**src/sv/lcg_pkg.sv**
```systemverilog
package lcg_pkg;

    localparam int QUEUE_DEPTH_DEF = 4;

    localparam int ID_W      = 10;
    localparam int POS_W     = 32;
    localparam int MAG_W     = 32;
    localparam int SQ_W      = 2 * MAG_W;
    localparam int SUM_W     = SQ_W + 2;
    localparam int LEN_W     = 31;
    localparam int LEN2_W    = 2 * LEN_W;
    localparam int REST_W    = 16;
    localparam int ROOT_W    = SUM_W / 2;
    localparam int REM_W     = ROOT_W + 2;
    localparam int SQRT_STEPS = SUM_W / 2;
    localparam int FRAC_BITS = 14;
    localparam int QUO_W     = FRAC_BITS + 1;
    localparam int DIV_W     = MAG_W + FRAC_BITS + 2;
    localparam int NRM_W     = 16;

    localparam logic [QUO_W-1:0]  Q14_ONE  = QUO_W'(16384);
    localparam logic [REST_W-1:0] REST_MAX = REST_W'(32768);
    localparam logic [LEN_W-1:0]  PEN_MAX  = {LEN_W{1'b1}};

    // One link that produces a contact, as it waits between front and back
    typedef struct packed {
        logic [ID_W-1:0]          link_id;
        logic                     anchored;
        logic                     flip;
        logic [REST_W-1:0]        rest;
        logic [LEN_W-1:0]         len;
        logic [2:0]               neg;
        logic [2:0][MAG_W-1:0]    mag;
        logic [SUM_W-1:0]         sum_sq;
    } lcg_item_t;

    typedef struct packed {
        logic full;
        logic empty;
    } lcg_qstat_t;

endpackage

```
**src/sv/lcg_queue.sv**
```systemverilog
module lcg_queue
    import lcg_pkg::*;
#(
    parameter int DEPTH = QUEUE_DEPTH_DEF
)
(
    input  logic       clk,
    input  logic       rst_n,
    input  logic       push,
    input  lcg_item_t  push_item,
    input  logic       pop,
    output lcg_item_t  pop_item,
    output lcg_qstat_t stat
);

    localparam int PW = $clog2(DEPTH);
    localparam int CW = $clog2(DEPTH + 1);

    lcg_item_t       ent_reg [DEPTH];
    logic [PW-1:0]   wr_reg, rd_reg;
    logic [CW-1:0]   cnt_reg;

    assign pop_item   = ent_reg[rd_reg];
    assign stat.full  = cnt_reg == CW'(DEPTH);
    assign stat.empty = cnt_reg == '0;

    always_ff @(posedge clk or negedge rst_n)
    begin
        if (!rst_n)
        begin
            wr_reg  <= '0;
            rd_reg  <= '0;
            cnt_reg <= '0;
        end
        else
        begin
            if (push)
                wr_reg <= (wr_reg == PW'(DEPTH - 1)) ? '0 : wr_reg + 1'b1;
            if (pop)
                rd_reg <= (rd_reg == PW'(DEPTH - 1)) ? '0 : rd_reg + 1'b1;
            if (push && !pop)
                cnt_reg <= cnt_reg + 1'b1;
            else if (pop && !push)
                cnt_reg <= cnt_reg - 1'b1;
        end
    end

    always_ff @(posedge clk)
    begin
        if (push)
            ent_reg[wr_reg] <= push_item;
    end

endmodule

```
**config.mk**
```make
export PLATFORM = sky130hd
export DESIGN_NAME = lcg_queue
export DESIGN_NICKNAME = d
export VERILOG_FILES = /design/src/sv/lcg_pkg.sv /design/src/sv/lcg_queue.sv
export SDC_FILE = /design/constraint.sdc
export NUM_CORES = 1
export LEC_CHECK = 0
export ABC_AREA = 1
export BUFFER_PORTS_ARGS = -buffer_cell sky130_fd_sc_hd__buf_2
export CAP_MARGIN = 0
export CORE_MARGIN = 3
export CORE_UTILIZATION = 43
export DETAILED_ROUTE_END_ITERATION = 10
export GPL_TIMING_DRIVEN = 1
export SYNTH_ARGS = -nofsm -noshare
export SYNTH_HDL_FRONTEND = slang
export SYNTH_SLANG_ARGS = --single-unit
```
**constraint.sdc**
```tcl
create_clock -name clk -period 17.3 [get_ports clk]
set_input_delay 3.46 -clock clk [delete_from_list [all_inputs] [get_ports clk]]
set_output_delay 3.46 -clock clk [all_outputs]
set_load 0.02 [all_outputs]
```
After elaboration in Yosys (flattened, before gate mapping)
Memory sizes are Yosys's and may differ from the RTL's.
Index checks and enable logic that the tools add are counted.

word-level totals
  register bits = 7
  bits in writable memories = 896
  input bits = 228
  output and inout port bits = 226
  logic and storage cells = 23
  memories kept = 1

cells by class
  $add $sub $neg = 4
  eq/ne operators = 3
  multiplexer cells = 6
  reduce and logical (&&, ||, !) cells = 6

memories
  memory   depth  bits a word  read ports  clocked after Yosys merged registers in  write ports  RTL line         source
  ent_reg  4      224          1           0                                        1            lcg_queue.sv:19  lcg_item_t ent_reg [DEPTH];

operators by type and width
  kind                 count
  $mux 3               2
  $add 2x1->2 const B  2
  $eq 2x2->1 const B   2
  $mux 2               2
  $add 3x1->3 const B  1
  $eq 3x3->1 const B   1
  $logic_not 3->1      1
  $sub 3x1->3 const B  1
  $logic_and 1x1->1    2
  $logic_not 1->1      2
  $mux 1               2
  $reduce_bool 2->1    1

Longest topological paths before layout
Gate-level depths: netlist of the first run.

  depth after elaboration = 4
  depth in mapped cells = 9
  depth with buffers taken out = 9

Least setup slack after synthesis of the first run
OpenSTA, ideal clock, no wires.

  kind = input -> register
  start point = in push
  end point = mem ent_reg[3][0] (netlist bit) (enable)
  setup time = 575 ps
  arrival = 7806 ps
  data required time = 16725 ps
  path slack = 8919 ps
  cell stages on the path = 2
  buffers on the path = 0
  cell sequence = nand2_1 inv_1

between the ends
  cells in the longest elaborated chain, start to end = 2

RTL lines
  item                          RTL line         source
  start: declaration            lcg_queue.sv:9   input logic push,
  $mux 1                        lcg_queue.sv:50  if (push)
  $mux 1 (not written as such)  lcg_queue.sv:51  ent_reg[wr_reg] <= push_item;
  end: declaration              lcg_queue.sv:19

No other way between the ends.

==> flow_metrics.env, run 1 <==
export IMPL_area_delta_synth_final_pct=17.28
export IMPL_path_max_fanout=280
export IMPL_rr_worst_depth=6
export IMPL_rows=104
export IMPL_cts_root_buffer="clkbuf_16"
export IMPL_rsz0062_at_grt="false"
export IMPL_fmax_mhz=128.1
export IMPL_grt_util_all_layers_pct=17.88
export IMPL_finalNonFillerCells=4243
export IMPL_coreArea_um2=81330
export IMPL_synth_top_area_share_pct=75.49
export IMPL_min_path_type="flop to flop"
export IMPL_wl_um=78340
export IMPL_grt_pass1_wl_um=119600
export IMPL_final_cell_mix="896 x edfxtp_1, 687 x nand2_1, 455 x inv_1, 453 x buf_2, 448 x o211ai_1"
export IMPL_cap_violations=0
export IMPL_drive_gt1_share_pct=19.22
export IMPL_ys_seq_area_share_pct=75.98
export IMPL_fin_crit_sh_pct=45.11
export IMPL_setup_tns_ps=0
export IMPL_drt_pass1_iter_count=5
export IMPL_initial_core_util_pct=43.82
export IMPL_worstPathArrival_ps=4340
export IMPL_yosys_warnings=0
export IMPL_ys_ff_latch=903
export IMPL_dpl_hpwl_um=46680
export IMPL_synthCells=2665
export IMPL_die_area_um2=86370
export IMPL_endpoint_kind="output port"
export IMPL_clk_latency_ps=630
export IMPL_cp_required_ps=13840
export IMPL_whs_path_depth=2
export IMPL_synth_area_top_cells="edfxtp_1 75%, o211ai_1 9.4%, nand2_1 7.2%"
export IMPL_worstHoldStart="cnt_reg[2]"
export IMPL_die_y_um=293.9
export IMPL_largest_reg_flops=896
export IMPL_vias=21010
export IMPL_grt_pass1_vias=20971
export IMPL_min_period_ps=7804
export IMPL_syn_cell_area_um2=35640
export IMPL_ios=454
export IMPL_cp_start_kind="flop"
export IMPL_clock_sink_count=903
export IMPL_clk_pin_slew_ps=60
export IMPL_io_buffer_count=453
export IMPL_routedWlPerCell_um=18.46
export IMPL_avgSynthCellArea_um2=13.37
export IMPL_r2r_start="wr_reg[0]"
export IMPL_worstMarginPinSlew_ps=1242
export IMPL_p_leak_nw=16.74
export IMPL_path_class="flop to output port"
export IMPL_grt_max_degree=281
export IMPL_drt_initial_drc_count=1110
export IMPL_postCtsResizedCells=0
export IMPL_clockBufferDepth=3
export IMPL_skew_ps=23.14
export IMPL_place_congestion=0.7463
export IMPL_cts_buffers=96
export IMPL_setup_violations=0
export IMPL_syn_num_nets=2900
export IMPL_grt_ovfl_total=0
export IMPL_nets=3323
export IMPL_netlist_top_cell_by_area="edfxtp_1"
export IMPL_crit_start="rd_reg[0]"
export IMPL_final_common_cell="edfxtp_1"
export IMPL_fp_dieW_um=293.9
export IMPL_status="finished, final reports clean"
export IMPL_via_per_inst=4.952
export IMPL_hold_buffers=0
export IMPL_htree_levels=3
export IMPL_ant_nets=0
export IMPL_cts_tree="built"
export IMPL_power_density_nw_per_um2=172.2
export IMPL_drv_slew=0
export IMPL_slew_headroom_pct=17.19
export IMPL_synth_cell_types=18
export IMPL_placedCellCount=4050
export IMPL_holdWs_ps=516.8
export IMPL_drc=0
export IMPL_post_cts_repair_setup_buffers=0
export IMPL_irDropWorstVdd_uv=126.8
export IMPL_final_hold_violation_count=0
export IMPL_antenna_found_initial=30
kinds of logic (layout without fill, tap and decap cells):
family / count (synthesis) / after routing / synth area share, %
compound gates: 452 / 452 / 9.493
xor+xnor: 1 / 1 / 0.02458
flops: 903 / 903 / 75.98
simple gates: 693 / 693 / 7.316
buf+inv: 609 / 1107 / 6.916
fa+ha+maj: 7 / 7 / 0.2668
other cells: 0 / 20 / 0
cells in the mapped netlist:
library cell  instances
nor3_1                2
nand4_1               1
ha_1                  6
clkbuf_1             38
buf_6                 5
o211ai_1            448
fa_1                  1
nor2_1                2
buf_2               101
xnor2_1               1
inv_1               459
edfxtp_1            896
nand3_1               1
buf_4                 4
dfrtp_1               7
inv_2                 2
o21ai_0               4
nand2_1             687
routing by layer:
layer  up-vias  track usage, %  share of wire (%)
met5         -               0               0.20
met2       477           31.47                 51
met1     10138           20.98                 40
li1      10232               -                  -
met3       139           4.921                6.8
met4        24           6.512                2.5
area by class of cell:
cell class	count	area, µm²
multi-input combinational	1153	6095
timing repair buffer	473	2442
fill	6855	39530
sequential	903	27080
antenna	20	50.05
tap	1060	1326
clock buffer	123	2546
clock inverter	50	478.0
inverter	461	1775
power breakdown:
group	leakage, nW	internal, W	total [W]	switching (W)
Sequential	8.31	0.00280	0.00290	0.0000972
Clock	1.48	0.00115	0.00195	0.000802
Combinational	6.94	0.000638	0.00235	0.00171
Total	16.7	0.00459	0.00720	0.00261
path summary, 6_finish.rpt:
check	endpoint	slack, ps
max	pop_item[128]	9500
min	cnt_reg[2]	520
max reg2reg	ent_reg[2][81]	13890
min reg2reg	cnt_reg[2]	520
max in group asynchronous	rd_reg[1]	14460
min in group asynchronous	cnt_reg[1]	2660
worst max-delay path, cell delays in order (launching register included):
cell and delay [ps]:
dfrtp_1 450, inv_8 570, buf_4 890, buf_12 700
nand2_1 130, o211ai_1 140, nand2_1 120, buf_2 170
stage by stage:
step,setup WS (ps),total power (W),cell area [µm²],util (%)
2_1_floorplan,8919,0.004570,35640,-
3_3_place_gp,10400,0.005289,38720,47.61
3_5_place_dp,10300,0.005338,38720,47.61
4_1_cts,9586,0.007299,41750,51.33
5_1_grt,9163,0.007599,41780,51.38
6_report,9496,0.007196,41800,51.39
Power figures use the tool's default switching activity.
==> run 2: changes to the inputs <==
==> constraint.sdc (replaced) <==
create_clock -name clk -period 6.79 [get_ports clk]
set_input_delay 1.358 -clock clk [delete_from_list [all_inputs] [get_ports clk]]
set_output_delay 1.358 -clock clk [all_outputs]
set_load 0.02 [all_outputs]
==> run 2 against run 1 <==
Against the previous run: non-clock buffer count is 1 higher; sequential share of layout area is essentially flat; final area about the same; combinational power rose to 2.5 times the previous value; clock skew decreased by 2.1 ps; clock power rose to 2.5 times the previous value; critical path depth fell by 2; register-to-register slack worse by 9700 ps; largest cell class unchanged; cell count fell by 0.14%; via count rose by 1.2%; global-route usage up 0.68 points; worst setup slack worse by 7400 ps.
==> flow_metrics.env, run 2 (synthesis results as in run 1) <==
export IMPL_die_y_um=293.9
export IMPL_irDropWorstVdd_uv=326.3
export IMPL_grt_max_degree=190
export IMPL_fill_cells=6894
export IMPL_endpoint_kind="output port"
export IMPL_final_common_cell="edfxtp_1"
export IMPL_grt_util_all_layers_pct=18.56
export IMPL_grt_ovfl_total=0
export IMPL_grt_pass1_wl_um=124100
export IMPL_rr_worst_depth=5
export IMPL_antenna_found_initial=21
export IMPL_placedCellCount=4051
export IMPL_cts_root_buffer="clkbuf_16"
export IMPL_cts_buffers=95
export IMPL_htree_levels=3
export IMPL_area_delta_synth_final_pct=17.29
export IMPL_largest_reg_flops=896
export IMPL_io_buffer_count=453
export IMPL_ios=454
export IMPL_path_class="flop to output port"
export IMPL_rsz0062_at_grt="false"
export IMPL_post_cts_repair_setup_buffers=0
export IMPL_clockBufferDepth=3
export IMPL_nets=3323
export IMPL_fp_dieW_um=293.9
export IMPL_initial_core_util_pct=43.82
export IMPL_drv_slew=0
export IMPL_power_density_nw_per_um2=436.7
export IMPL_clk_pin_slew_ps=60
export IMPL_cp_required_ps=5430
export IMPL_slew_headroom_pct=29.60
export IMPL_grt_pass1_vias=21453
export IMPL_finalNonFillerCells=4237
export IMPL_cts_tree="built"
export IMPL_min_period_ps=4740
export IMPL_max_stage_delay_ps=760
export IMPL_coreArea_um2=81330
export IMPL_r2r_end="ent_reg[2][98]"
export IMPL_setup_tns_ps=0
export IMPL_crit_chain="inv_8 -> buf_12 -> o211ai_1 -> nand2_1 -> buf_2"
export IMPL_whs_path_depth=2
export IMPL_vias=21268
export IMPL_setup_violations=0
export IMPL_drt_initial_drc_count=1335
export IMPL_dpl_hpwl_um=49040
export IMPL_skew_ps=21.04
export IMPL_rrSetupSlack_ps=4150
export IMPL_fin_crit_sh_pct=69.81
export IMPL_clk_latency_ps=620
export IMPL_worstMarginPinSlew_ps=1056
export IMPL_final_hold_violation_count=0
export IMPL_worstPathArrival_ps=3380
export IMPL_r2r_start="wr_reg[0]"
export IMPL_fmax_mhz=211.0
export IMPL_drive_gt1_share_pct=19.21
export IMPL_min_to="cnt_reg[2]"
export IMPL_wl_um=80340
export IMPL_cp_start_kind="flop"
export IMPL_place_congestion=0.8285
export IMPL_drt_pass1_iter_count=5
export IMPL_hold_buffers=0
export IMPL_status="finished, final reports clean"
export IMPL_via_per_inst=5.020
export IMPL_routedWlPerCell_um=18.96
export IMPL_min_path_type="flop to flop"
export IMPL_drc=0
export IMPL_crit_path_top_delay_cell="dfrtp_4"
export IMPL_clock_sink_count=903
export IMPL_rows=104
export IMPL_worstHoldStart="cnt_reg[2]"
export IMPL_path_max_fanout=120
export IMPL_ant_nets=0
export IMPL_cap_violations=0
export IMPL_p_leak_nw=16.74
export IMPL_die_area_um2=86370
export IMPL_postCtsResizedCells=0
export IMPL_final_cell_mix="896 x edfxtp_1, 687 x nand2_1, 455 x inv_1, 453 x buf_2, 448 x o211ai_1"
## run 2: area by class of cell
cell class | count | area (µm²) | area share [%]
antenna | 12 | 30.03 | 0.07183
clock buffer | 112 | 2462 | 5.890
clock inverter | 62 | 504.2 | 1.206
inverter | 461 | 1775 | 4.247
multi-input combinational | 1153 | 6095 | 14.58
sequential | 903 | 27080 | 64.79
tap | 1060 | 1326 | 3.173
timing repair buffer | 474 | 2525 | 6.040
## run 2: where the power goes
part | internal, W | leakage, nW | switching (W)
clock | 0.00282 | 1.45 | 0.00206
combinational | 0.00165 | 6.97 | 0.00433
sequential | 0.00714 | 8.31 | 0.000260
## run 2: how the worst max path moves through the flow
stage               depth (start not counted)             to       from
floorplan                                   2  ent_reg[3][0]       push
global placement                            5    pop_item[0]  rd_reg[1]
detailed placement                          5   pop_item[27]  rd_reg[1]
CTS                                         5   pop_item[27]  rd_reg[1]
global route                                5    pop_item[0]  rd_reg[1]
finish                                      5    pop_item[0]  rd_reg[1]
## run 2: stage by stage
stage                     total power [W]  instance area (µm²)  worst slack [ps]  util (%)  hold slack, ps
final                             0.01826                41800              2050     51.40           547.2
after global routing              0.01930                41800              1846     51.39           532.4
after CTS                         0.01852                41770              2046     51.36           515.7
after detailed placement          0.01361                38810              2762     47.72           534.9
after global placement            0.01351                38810              2821     47.72           478.0
after floorplan                   0.01164                35640             510.8         -           463.4
## run 2: routing by layer
| metal | wire, µm | share of wire [%] | global-route usage [%] | vias to the layer above |
|---|---|---|---|---|
| met4 | 2218 | 2.8 | 6.074 | 18 |
| met3 | 5385 | 6.7 | 4.023 | 156 |
| met2 | 39940 | 50 | 31.67 | 587 |
| met1 | 32690 | 41 | 23.69 | 10300 |
| li1 | - | - | - | 10207 |
| met5 | 103 | 0.13 | 0 | - |
## run 2: critical path: cells and delay by family, from the launching register on
kind | cells | cell delay [ps]
DFF | 1 | 760
buffers and inverters | 3 | 1270
and+or+nand+nor | 1 | 160
AOI/OAI and AO/OA | 1 | 170
